[src/rtl/cvd_pkg.sv]
// ----------------------------------------------------------------------------
// cvd_pkg
// Shared constants of the capacitive divider touch detector.
// ----------------------------------------------------------------------------
package cvd_pkg;

  // Debounce counter and limit register
  localparam int unsigned DBNC_W = 8;
  localparam logic [DBNC_W-1:0] DBNC_MAX = '1;
  localparam logic [DBNC_W-1:0] DBNC_LIMIT_RESET = 8'd2;

  typedef logic [DBNC_W-1:0] dbnc_t;

endpackage : cvd_pkg

[src/rtl/cvd_ram.sv]
// ----------------------------------------------------------------------------
// cvd_ram
// Generic single-write, single-read RAM with registered read data.
// ----------------------------------------------------------------------------
module cvd_ram #(
  parameter int unsigned WIDTH = 8,
  parameter int unsigned DEPTH = 4
) (
  input  logic                                        clk,
  input  logic                                        we,
  input  logic [((DEPTH > 1) ? $clog2(DEPTH) : 1)-1:0] waddr,
  input  logic [WIDTH-1:0]                            wdata,
  input  logic [((DEPTH > 1) ? $clog2(DEPTH) : 1)-1:0] raddr,
  output logic [WIDTH-1:0]                            rdata
);

  logic [WIDTH-1:0] mem_r [DEPTH];

  always_ff @(posedge clk) begin
    if (we) begin
      mem_r[waddr] <= wdata;
    end
    rdata <= mem_r[raddr];
  end

endmodule : cvd_ram

[src/rtl/cvd_touch_detector.sv]
// ----------------------------------------------------------------------------
// cvd_touch_detector
// Capacitive voltage divider touch detector with calibration and debounce.
// ----------------------------------------------------------------------------
// Each input request carries the two conversions of one sensor and a debounce
// timer overflow flag; each one yields exactly one output request in the cycle
// after it is accepted. The block accepts one request per clock cycle,
// continuously, as long as the output side takes results; a result waiting in
// the output register does not stop the next request when out_ready is high.
// After reset the block calibrates: for 2^CAL_ROUNDS_LOG2 rounds over all
// sensors it accumulates each sensor's sum and maximum measurement. It then
// switches to detection, where a sensor counts as touched when its measurement
// exceeds max + (max - avg) / 2, and a changed state is taken over only once
// enough pending timer ticks have pushed the debounce count past cfg_wr_data's
// limit. Per-sensor state (sum, max, stable touch state) lives in a small RAM
// with a registered read. The read address always follows the next selected
// sensor, so the entry of the current sensor is ready when its request
// arrives; a forwarding register covers a write that is followed at once by a
// read of the same entry. A valid bit per entry makes unwritten entries read
// as zero, so there is no clearing pass after reset. The touch threshold is
// derived from the stored sum and max on each detection request, not stored.
// ----------------------------------------------------------------------------
module cvd_touch_detector #(
  parameter int unsigned SENSOR_COUNT    = 4,
  parameter int unsigned CAL_ROUNDS_LOG2 = 7,
  parameter int unsigned SAMPLE_BITS     = 10
) (
  input  logic                                               clk,
  input  logic                                               rst_n,
  // configuration
  input  logic                                               cfg_wr_en,
  input  cvd_pkg::dbnc_t                                     cfg_wr_data,
  // input requests
  input  logic                                               in_valid,
  output logic                                               in_ready,
  input  logic [SAMPLE_BITS-1:0]                             in_first_sample,
  input  logic [SAMPLE_BITS-1:0]                             in_second_sample,
  input  logic                                               in_timer_tick,
  // output requests
  output logic                                               out_valid,
  input  logic                                               out_ready,
  output logic [((SENSOR_COUNT > 1) ? $clog2(SENSOR_COUNT) : 1)-1:0] out_led_index,
  output logic                                               out_led_on,
  output logic                                               out_calibrating,
  output logic [SAMPLE_BITS:0]                               out_difference
);

  import cvd_pkg::*;

  localparam int unsigned IDX_W  = (SENSOR_COUNT > 1) ? $clog2(SENSOR_COUNT) : 1;
  localparam int unsigned DIFF_W = SAMPLE_BITS + 1;
  localparam int unsigned SUM_W  = DIFF_W + CAL_ROUNDS_LOG2;
  localparam int unsigned THR_W  = DIFF_W + 1;

  localparam logic [IDX_W-1:0]           LAST_SENSOR = IDX_W'(SENSOR_COUNT - 1);
  localparam logic [CAL_ROUNDS_LOG2-1:0] LAST_ROUND  = '1;

  typedef logic [IDX_W-1:0] idx_t;

  typedef struct packed {
    logic [SUM_W-1:0]  sum;
    logic [DIFF_W-1:0] max;
    logic              stable;
  } entry_t;

  localparam int unsigned ENTRY_W = $bits(entry_t);

  // --------------------------------------------------------------------------
  // Registers
  // --------------------------------------------------------------------------
  dbnc_t                      limit_r;
  logic                       cal_r, cal_nxt;
  logic [CAL_ROUNDS_LOG2-1:0] round_r, round_nxt;
  idx_t                       sensor_r, sensor_nxt;
  dbnc_t                      cnt_r, cnt_nxt;
  logic                       tick_r, tick_nxt;
  logic [SENSOR_COUNT-1:0]    valid_r;
  logic                       fwd_r;
  entry_t                     fwd_data_r;

  logic                       out_valid_r;
  idx_t                       out_led_index_r, out_led_index_nxt;
  logic                       out_calibrating_r;
  logic [DIFF_W-1:0]          out_difference_r;

  // --------------------------------------------------------------------------
  // Entry memory
  // --------------------------------------------------------------------------
  logic                 ram_we;
  entry_t               ram_wdata;
  logic [ENTRY_W-1:0]   ram_rdata;
  entry_t               entry;

  cvd_ram #(
    .WIDTH (ENTRY_W),
    .DEPTH (SENSOR_COUNT)
  ) u_entry_ram (
    .clk   (clk),
    .we    (ram_we),
    .waddr (sensor_r),
    .wdata (ram_wdata),
    .raddr (sensor_nxt),
    .rdata (ram_rdata)
  );

  // Current sensor's entry: forwarded write, stored data, or zero if unwritten
  always_comb begin
    if (fwd_r) begin
      entry = fwd_data_r;
    end else if (valid_r[sensor_r]) begin
      entry = entry_t'(ram_rdata);
    end else begin
      entry = '0;
    end
  end

  // --------------------------------------------------------------------------
  // Request processing
  // --------------------------------------------------------------------------
  logic              accept;
  logic [DIFF_W-1:0] diff;
  idx_t              sensor_next;
  logic              tick_all;
  logic [DIFF_W-1:0] avg;
  logic [DIFF_W-1:0] spread;
  logic [THR_W-1:0]  thr;
  logic              status;
  dbnc_t             cnt_tick;

  assign in_ready = !out_valid_r || out_ready;
  assign accept   = in_valid && in_ready;

  // second + 2^SAMPLE_BITS - first, kept to DIFF_W bits
  assign diff = DIFF_W'({1'b1, in_second_sample} - {1'b0, in_first_sample});

  assign sensor_next = (sensor_r == LAST_SENSOR) ? '0 : sensor_r + idx_t'(1);
  assign tick_all    = tick_r | in_timer_tick;

  // Threshold: max + (max - avg) / 2
  assign avg    = DIFF_W'(entry.sum >> CAL_ROUNDS_LOG2);
  assign spread = (entry.max >= avg) ? (entry.max - avg) : '0;
  assign thr    = {1'b0, entry.max} + {2'b00, spread[DIFF_W-1:1]};
  assign status = {1'b0, diff} > thr;

  assign cnt_tick = (tick_all && cnt_r != DBNC_MAX) ? cnt_r + dbnc_t'(1) : cnt_r;

  always_comb begin
    cal_nxt           = cal_r;
    round_nxt         = round_r;
    sensor_nxt        = sensor_r;
    cnt_nxt           = cnt_r;
    tick_nxt          = tick_r;
    ram_we            = 1'b0;
    ram_wdata         = entry;
    out_led_index_nxt = sensor_r;

    if (accept) begin
      tick_nxt = tick_all;
      if (cal_r) begin
        // accumulate sum and max, step round-robin
        ram_we        = 1'b1;
        ram_wdata.sum = entry.sum + SUM_W'(diff);
        if (diff > entry.max) begin
          ram_wdata.max = diff;
        end
        sensor_nxt = sensor_next;
        if (sensor_r == LAST_SENSOR) begin
          if (round_r == LAST_ROUND) begin
            round_nxt = '0;
            cal_nxt   = 1'b0;
          end else begin
            round_nxt = round_r + 1'b1;
          end
        end
      end else if (status != entry.stable) begin
        // changed state: consume a pending tick, accept once past the limit
        if (tick_all) begin
          tick_nxt = 1'b0;
        end
        cnt_nxt = cnt_tick;
        if (cnt_tick > limit_r) begin
          ram_we           = 1'b1;
          ram_wdata.stable = status;
          cnt_nxt          = '0;
        end
      end else begin
        // stable: reset debounce and advance
        cnt_nxt           = '0;
        sensor_nxt        = sensor_next;
        out_led_index_nxt = sensor_next;
      end
    end
  end

  always_ff @(posedge clk) begin
    if (!rst_n) begin
      limit_r     <= DBNC_LIMIT_RESET;
      cal_r       <= 1'b1;
      round_r     <= '0;
      sensor_r    <= '0;
      cnt_r       <= '0;
      tick_r      <= 1'b0;
      valid_r     <= '0;
      fwd_r       <= 1'b0;
      out_valid_r <= 1'b0;
    end else begin
      if (cfg_wr_en) begin
        limit_r <= cfg_wr_data;
      end
      cal_r    <= cal_nxt;
      round_r  <= round_nxt;
      sensor_r <= sensor_nxt;
      cnt_r    <= cnt_nxt;
      tick_r   <= tick_nxt;
      if (ram_we) begin
        valid_r[sensor_r] <= 1'b1;
      end
      // forward when the entry just written is the one read next
      fwd_r <= ram_we && (sensor_nxt == sensor_r);
      if (accept) begin
        out_valid_r <= 1'b1;
      end else if (out_ready) begin
        out_valid_r <= 1'b0;
      end
    end
  end

  // Payload registers: no reset
  always_ff @(posedge clk) begin
    fwd_data_r <= ram_wdata;
    if (accept) begin
      out_led_index_r   <= out_led_index_nxt;
      out_calibrating_r <= cal_r;
      out_difference_r  <= diff;
    end
  end

  // --------------------------------------------------------------------------
  // Outputs
  // --------------------------------------------------------------------------
  // In detection the shown sensor is always the current one, so its stable
  // state is the entry view; during calibration every stable state is still untouched.
  assign out_valid       = out_valid_r;
  assign out_led_index   = out_led_index_r;
  assign out_led_on      = out_calibrating_r ? 1'b0 : entry.stable;
  assign out_calibrating = out_calibrating_r;
  assign out_difference  = out_difference_r;

endmodule : cvd_touch_detector
[config.mk]
export PLATFORM = sky130hd
export DESIGN_NAME = cvd_touch_detector
export DESIGN_NICKNAME = d
export VERILOG_FILES = /design/src/rtl/cvd_pkg.sv /design/src/rtl/cvd_ram.sv /design/src/rtl/cvd_touch_detector.sv
export SDC_FILE = /design/constraint.sdc
export NUM_CORES = 1
export LEC_CHECK = 0
export BUFFER_PORTS_ARGS = -buffer_cell sky130_fd_sc_hd__buf_2
export CAP_MARGIN = 10
export CORE_MARGIN = 3
export CORE_UTILIZATION = 30
export CTS_BUF_LIST = sky130_fd_sc_hd__clkbuf_4
export CTS_CLUSTER_DIAMETER = 80
export DETAILED_ROUTE_END_ITERATION = 7
export PLACE_DENSITY_LB_ADDON = 0.05
export SLEW_MARGIN = 10
export SYNTH_ARGS = -nofsm -noshare
export SYNTH_HDL_FRONTEND = slang
export SYNTH_SLANG_ARGS = --single-unit
[constraint.sdc]
create_clock -name clk -period 14.7 [get_ports clk]
set_input_delay 0 -clock clk [delete_from_list [all_inputs] [get_ports clk]]
set_output_delay 0 -clock clk [all_outputs]
set_load 0.01 [all_outputs]
# == Yosys cells after proc, flatten, opt, wreduce, memory -nomap -nowiden ==
# Memory sizes are Yosys's and may differ from the RTL's. A register that Yosys moved wholly into a read port is not among the register bits.
# Cells that the tools add are included.
# W data, S select, Z words.
# word_totals
ff_bits,77
ramBits,120
inputBits,34
out_inout_bits,17
wordCells,82
mem_count,1
# op_classes
addsub,7
magnitude_cmp,6
eq_ne,5
muxes,36
bitwise_logic,3
reduce_logical,9
# mem_list
name,words,word_bits,read_ports,rd_ports_with_merged_regs,write_ports,line,text
u_entry_ram.mem_r,4,30,1,1,1,cvd_ram.sv:17,logic [WIDTH-1:0] mem_r [DEPTH];
# op_table
cell,n
$mux W30,3
$mux W29,1
$mux W8,3
$mux W11,2
$mux W1,19
$add A18 B11 Y18,1
$add A11 B10 Y12,1
$gt A11 B12 Y1,1
$ge A11 B11 Y1,1
$gt A11 B11 Y1,1
$sub A11 B10 Y11,1
$sub A11 B11 Y11,1
$mux W2,5
$add A8 B1 Y8 const B,1
$gt A8 B8 Y1,1
$ne A8 B8 Y1 const B,1
$add A7 B1 Y7 const B,1
$eq A7 B7 Y1 const B,1
$mux W7,1
$logic_and A1 B1 Y1,4
$or A4 B4 Y4,1
$lt A2 B3 Y1 const B,1
$reduce_and A3 Y1,1
$add A2 B1 Y2 const B,1
12 further kinds,12

# == Depth between registers and ports, before layout ==
# depth
word_depth,14
depth_mapped,41
ltp_nobuf,38

# == Cells and area by module ==
# Synthesis repeated with hierarchy kept, for this count alone.
# hier_totals
hier_cells,967
area_unflattened_um2,11315.9
# modules_own_cells
module,n_inst,cells_each,area_each_um2,seq_area_each_um2
cvd_touch_detector,1,777,6356.1,1681.6
cvd_ram,1,190,4959.8,4204.0

# == Worst setup path after synthesis ==
# OpenSTA, ideal clock, no wires.
# synth_timing
path_type,register to register
start,register fwd_r
end,memory u_entry_ram.mem_r[0][0] in the netlist's numbering (enable)
setup_ns,0.391
arrival_ns,8.134
required_ns,14.309
setup_slack_ns,6.176
path_stages_with_launch,38
n_path_buf,5
synth_period_minus_slack_ns,8.524
path_cell_list,dfxtp_1 -> clkbuf_1 -> clkbuf_1 -> buf_1 -> clkbuf_1 -> clkbuf_1 -> a21oi_1 -> ha_1 -> nor2b_1 -> o31a_1 -> nor2_1 -> maj3_2 -> o21bai_1 -> a211oi_1 -> nor2_1 -> ha_1 -> a21oi_1 -> inv_1 -> [... 2 more ...] -> maj3_1 -> a221o_1 -> and2_1 -> o21a_1 -> nor2_1 -> xor2_1 -> ha_1 -> a22o_1 -> nor4_1 -> a21oi_1 -> o221ai_1 -> a31oi_1 -> o21ai_0 -> a21oi_4 -> xor2_2 -> nor2b_1 -> o21a_1 -> and2_1
# synth_via
elab_chain_len,11
word_cells_on_any_way,12
classes_between,add/sub (2); order compare (2); eq/ne (1); mux (7)
# synth_rtl
element,line,text
from (decl),cvd_touch_detector.sv:78,logic fwd_r;
from (signal assigned),cvd_touch_detector.sv:219,fwd_r <= ram_we && (sensor_nxt == sensor_r);
$mux W30 (*),cvd_touch_detector.sv:108,if (fwd_r) begin
$sub A11 B11 Y11 / $ge A11 B11 Y1 (equally long branches),cvd_touch_detector.sv:141,assign spread = (entry.max >= avg) ? (entry.max - avg) : '0;
$mux W11,cvd_touch_detector.sv:141,
$add A11 B10 Y12,cvd_touch_detector.sv:142,"assign thr = {1'b0, entry.max} + {2'b00, spread[DIFF_W-1:1]};"
$gt A11 B12 Y1,cvd_touch_detector.sv:143,"assign status = {1'b0, diff} > thr;"
$ne A1 B1 Y1 (*),cvd_touch_detector.sv:175,end else if (status != entry.stable) begin
$mux W1 (*),cvd_touch_detector.sv:175,
$mux W1 (*),cvd_touch_detector.sv:159,if (cal_r) begin
$mux W1 (*),cvd_touch_detector.sv:157,if (accept) begin
$mux W1 (*),cvd_ram.sv:20,if (we) begin
$mux W1 (implied by the code) (*),cvd_ram.sv:21,mem_r[waddr] <= wdata;
to (decl),cvd_ram.sv:17,
# Mark *: on every way between the ends. The rest lies on a longest branch, timed or not.

# == Worst setup path in the final report ==
# layout_timing
start,register sensor_r[1]
end,register u_entry_ram.rdata[17] (read register of u_entry_ram.mem_r)
# layout_via
elab_chain_len,12
word_cells_on_any_way,16
classes_between,add/sub (3); order compare (2); eq/ne (2); mux (9)
# layout_rtl
element,line,text
from (decl),cvd_touch_detector.sv:74,"idx_t sensor_r, sensor_nxt;"
from (signal assigned),cvd_touch_detector.sv:212,sensor_r <= sensor_nxt;
$bmux W1 S2,cvd_touch_detector.sv:110,end else if (valid_r[sensor_r]) begin
$mux W1 (implied by the code),cvd_touch_detector.sv:110,
$mux W30,cvd_touch_detector.sv:110,
$mux W30,cvd_touch_detector.sv:108,
$sub A11 B11 Y11 / $ge A11 B11 Y1 (equally long branches),cvd_touch_detector.sv:141,
$mux W11,cvd_touch_detector.sv:141,
$add A11 B10 Y12,cvd_touch_detector.sv:142,
$gt A11 B12 Y1,cvd_touch_detector.sv:143,
$ne A1 B1 Y1,cvd_touch_detector.sv:175,
$mux W2,cvd_touch_detector.sv:175,
$mux W2,cvd_touch_detector.sv:159,
$mux W2 (*),cvd_touch_detector.sv:157,
to (decl),cvd_ram.sv:14,output logic [WIDTH-1:0] rdata
# Mark *: on every way between the ends. The rest lies on a longest branch, timed or not. The select of a mux whose other input is x is not followed.
# A chain may end at the register's enable or synchronous reset.

==> results.sh <==
export IMPL_status="finished clean"
export IMPL_cts_tree="built"
export IMPL_io_pins=51
export IMPL_synth_net_count=1063
export IMPL_slew_headroom_pct=28.9
export IMPL_maxCapViolCount=0
export IMPL_grt_usage_pct=14.6
export IMPL_worst_ir_drop_vdd_mv=0.0411
export IMPL_clkLatencyLatePin_ps=690
export IMPL_stdcell_count=1619
export IMPL_timing_hold_ws_ps=68.4
export IMPL_dp_cells=1448
export IMPL_drive_gt1_share_pct=17.6
export IMPL_grt_pass1_vias=7710
export IMPL_finalClockSkew_ps=30.2
export IMPL_slowest_delay_ps=890
export IMPL_leakage_uw=0.00566
export IMPL_cp_slowest_cell="a211oi_1"
export IMPL_dr_pass1_iters=4
export IMPL_worst_r2r_endpoint="u_entry_ram.rdata[17]$_DFF_P_"
export IMPL_ys_warn_count=0
export IMPL_r2r_setup_slack_ps=4680
export IMPL_drc=0
export IMPL_first_iter_violations=289
export IMPL_drt_total_wl_um=27600
export IMPL_slew_violations=0
export IMPL_h_tree_depth=3
export IMPL_fp_dieH_um=198
export IMPL_max_freq_mhz=99.8
export IMPL_vias=7432
export IMPL_power_density_mw_per_mm2=145
export IMPL_critPathCaptureType="register"
export IMPL_synth_top_area_share_pct=36.3
export IMPL_num_rows=69
export IMPL_yosys_area_top_type="edfxtp_1"
export IMPL_synth_area_leaders="edfxtp_1 36%, dfxtp_1 17%, mux2i_1 9.0%"
export IMPL_finalSetupViolCount=0
export IMPL_wire_per_inst_um=17.0
export IMPL_synth_seq_area_share_pct=53.0
export IMPL_grt_max_degree=63
export IMPL_fin_setup_tns_ps=0
export IMPL_area_growth_pct=19.3
export IMPL_dieArea_mm2=0.0393
export IMPL_rsz0062_at_grt="false"
export IMPL_overflow=0
export IMPL_yosys_cell_types_count=58
export IMPL_holdPathEnd="out_difference[6]$_DFFE_PP_"
export IMPL_crit_path_max_fanout=27
export IMPL_start_util_pct=30.8
export IMPL_place_gp_congestion=0.797
export IMPL_grt_pass1_wl_um=43400
export IMPL_hpwl_um=18100
export IMPL_crit_required_ps=15300
export IMPL_antenna_left=0
export IMPL_period_minus_slack_ps=10020
export IMPL_port_buffer_count=50
export IMPL_nets=1215
export IMPL_min_period_over_period_pct=68.2
export IMPL_syn_area_mm2=0.0111
export IMPL_hold_path_cell_count=3
export IMPL_antenna_found_initial=2
export IMPL_vias_per_cell=4.59
export IMPL_synthFlopType="edfxtp_1"
export IMPL_worstMarginPinSlew_ps=1060
export IMPL_min_delay_path_class="in -> reg"
export IMPL_synth_edff_count=134
export IMPL_r2r_start="sensor_r[1]$_SDFF_PN0_"
export IMPL_arrival_ps=10620
export IMPL_postSynth_asyncResetShare_pct=0
export IMPL_clock_root_buffer="clkbuf_4"
export IMPL_ys_ff_latch=227
export IMPL_start_kind="register"
export IMPL_cts_buffer_depth=3
export IMPL_syn_inst=951
export IMPL_reg2reg_depth=37
export IMPL_crit_type="reg -> reg"
export IMPL_cts_sinks=227
export IMPL_die_x_um=198
export IMPL_synth_area_per_cell_um2=11.7
export IMPL_hp_start="in_second_sample[6]"
export IMPL_final_cell_mix="134 x edfxtp_1, 107 x clkbuf_4, 98 x mux2i_1, 92 x dfxtp_1, 85 x nand2_1"
export IMPL_finalHoldViolCount=0
export IMPL_worst_setup_hold_path_clk_slew_ps=60
export IMPL_numCtsBuffers=68
export IMPL_core_mm2=0.0360
export IMPL_layout_commonest_cell="edfxtp_1"
worst max-delay path by stage:
stage	start	end
global route	sensor_r[1]$_SDFF_PN0_	u_entry_ram.rdata[17]$_DFF_P_
floorplan	fwd_r$_SDFF_PN0_	u_entry_ram.mem_r[0][0]$_DFFE_PP_
global placement	sensor_r[1]$_SDFF_PN0_	u_entry_ram.rdata[0]$_DFF_P_
CTS	sensor_r[1]$_SDFF_PN0_	u_entry_ram.rdata[10]$_DFF_P_
detailed placement	sensor_r[1]$_SDFF_PN0_	u_entry_ram.rdata[0]$_DFF_P_
finish	sensor_r[1]$_SDFF_PN0_	u_entry_ram.rdata[17]$_DFF_P_
worst max-delay path: cells and delay by family (launching register included):
| kind | cells | cell delay (ps) |
|---|---|---|
| compound gates | 16 | 3620 |
| xor+xnor | 2 | 360 |
| fa+ha+maj | 5 | 1580 |
| buf+inv | 2 | 560 |
| flops | 1 | 510 |
| mux | 4 | 1960 |
| simple gates | 8 | 1290 |
cell families (layout without fill, tap and decap cells):
kind of cell / after synthesis / after routing / synth area share [%]
xor gates and xnor gates: 62 / 62 / 5.03
DFF: 227 / 227 / 53.0
other: 0 / 3 / 0
buffers and inverters: 80 / 284 / 3.25
adders and majority gates: 82 / 82 / 9.45
and+or+nand+nor: 219 / 219 / 9.13
muxes: 112 / 112 / 10.2
AOI/OAI and AO/OA: 169 / 169 / 9.86
layout make-up:
| type | instances | area (um2) |
|---|---|---|
| Sequential cell | 227 | 5890 |
| Antenna cell | 3 | 7.51 |
| Timing Repair Buffer | 112 | 831 |
| Clock buffer | 107 | 803 |
| Inverter | 50 | 188 |
| Multi-Input combinational cell | 644 | 4880 |
| Clock inverter | 15 | 56.3 |
| Tap cell | 461 | 577 |
| Fill cell | 3588 | 22800 |
Yosys cell counts (2+ instances only):
library cell,instances
nor2_1,56
o21ai_0,31
nor4_1,4
a21boi_0,2
o22ai_1,2
mux2i_1,100
edfxtp_1,134
o21a_1,14
nand2_1,85
xnor2_1,40
clkbuf_1,14
nor3b_1,2
a22oi_1,7
buf_2,3
xor2_1,20
inv_1,50
maj3_2,2
nor2b_1,26
nand2b_1,5
a21oi_1,54
a31oi_1,2
nor3_1,3
mux2_2,11
nand4_1,12
o21ai_2,2
maj3_1,2
and3_1,2
o21bai_1,16
a22o_1,4
and2_1,8
nand4b_1,2
a21o_1,18
nand3_1,12
ha_1,74
buf_6,7
a211oi_1,4
buf_1,5
dfxtp_1,93
fa_1,4
power breakdown:
part           switching (uW)  total, uW  leakage [uW]  internal (uW)
logic                     318        549       0.00311            231
clock network             263        592      0.000518            329
registers                21.8        781       0.00203            759
timing repair:
item                                   in CTS  in global routing
hold buffers                               46                  0
setup endpoints to repair                   0                  0
endpoints found under the hold margin      51                  0
gates resized for setup                     0                  0
setup buffers                               0                  0
flip-flops by register name, summed over array words and instances, names as in the netlist:
signal / flops
sensor_r: 2
round_r: 7
valid_r: 4
fwd_data_r: 30
fwd_r: 1
tick_r: 1
out_valid: 1
u_entry_ram.mem_r: 120
out_led_index: 2
u_entry_ram.rdata: 30
out_calibrating: 1
limit_r: 8
cnt_r: 8
cal_r: 1
out_difference: 11
stage by stage:
step | area [um2] | total power [uW] | setup WS (ps) | utilization, %
after floorplan | 11100 | 1190 | 6180 | -
after global placement | 11900 | 1350 | 4920 | 33.1
after detailed placement | 11900 | 1340 | 4600 | 33.1
after CTS | 13200 | 1970 | 4560 | 36.7
after global routing | 13200 | 2060 | 3770 | 36.8
final | 13200 | 1920 | 4680 | 36.8
per-layer routing:
| metal | GRT usage [%] | up-vias | share of wire, % |
|---|---|---|---|
| met1 | 18.5 | 3504 | 47 |
| met5 | 0 | - | 0 |
| met3 | 3.68 | 50 | 3.5 |
| li1 | - | 3767 | - |
| met2 | 24.2 | 111 | 48 |
| met4 | 4.95 | 0 | 2.1 |
Power figures use the tool's default switching activity.
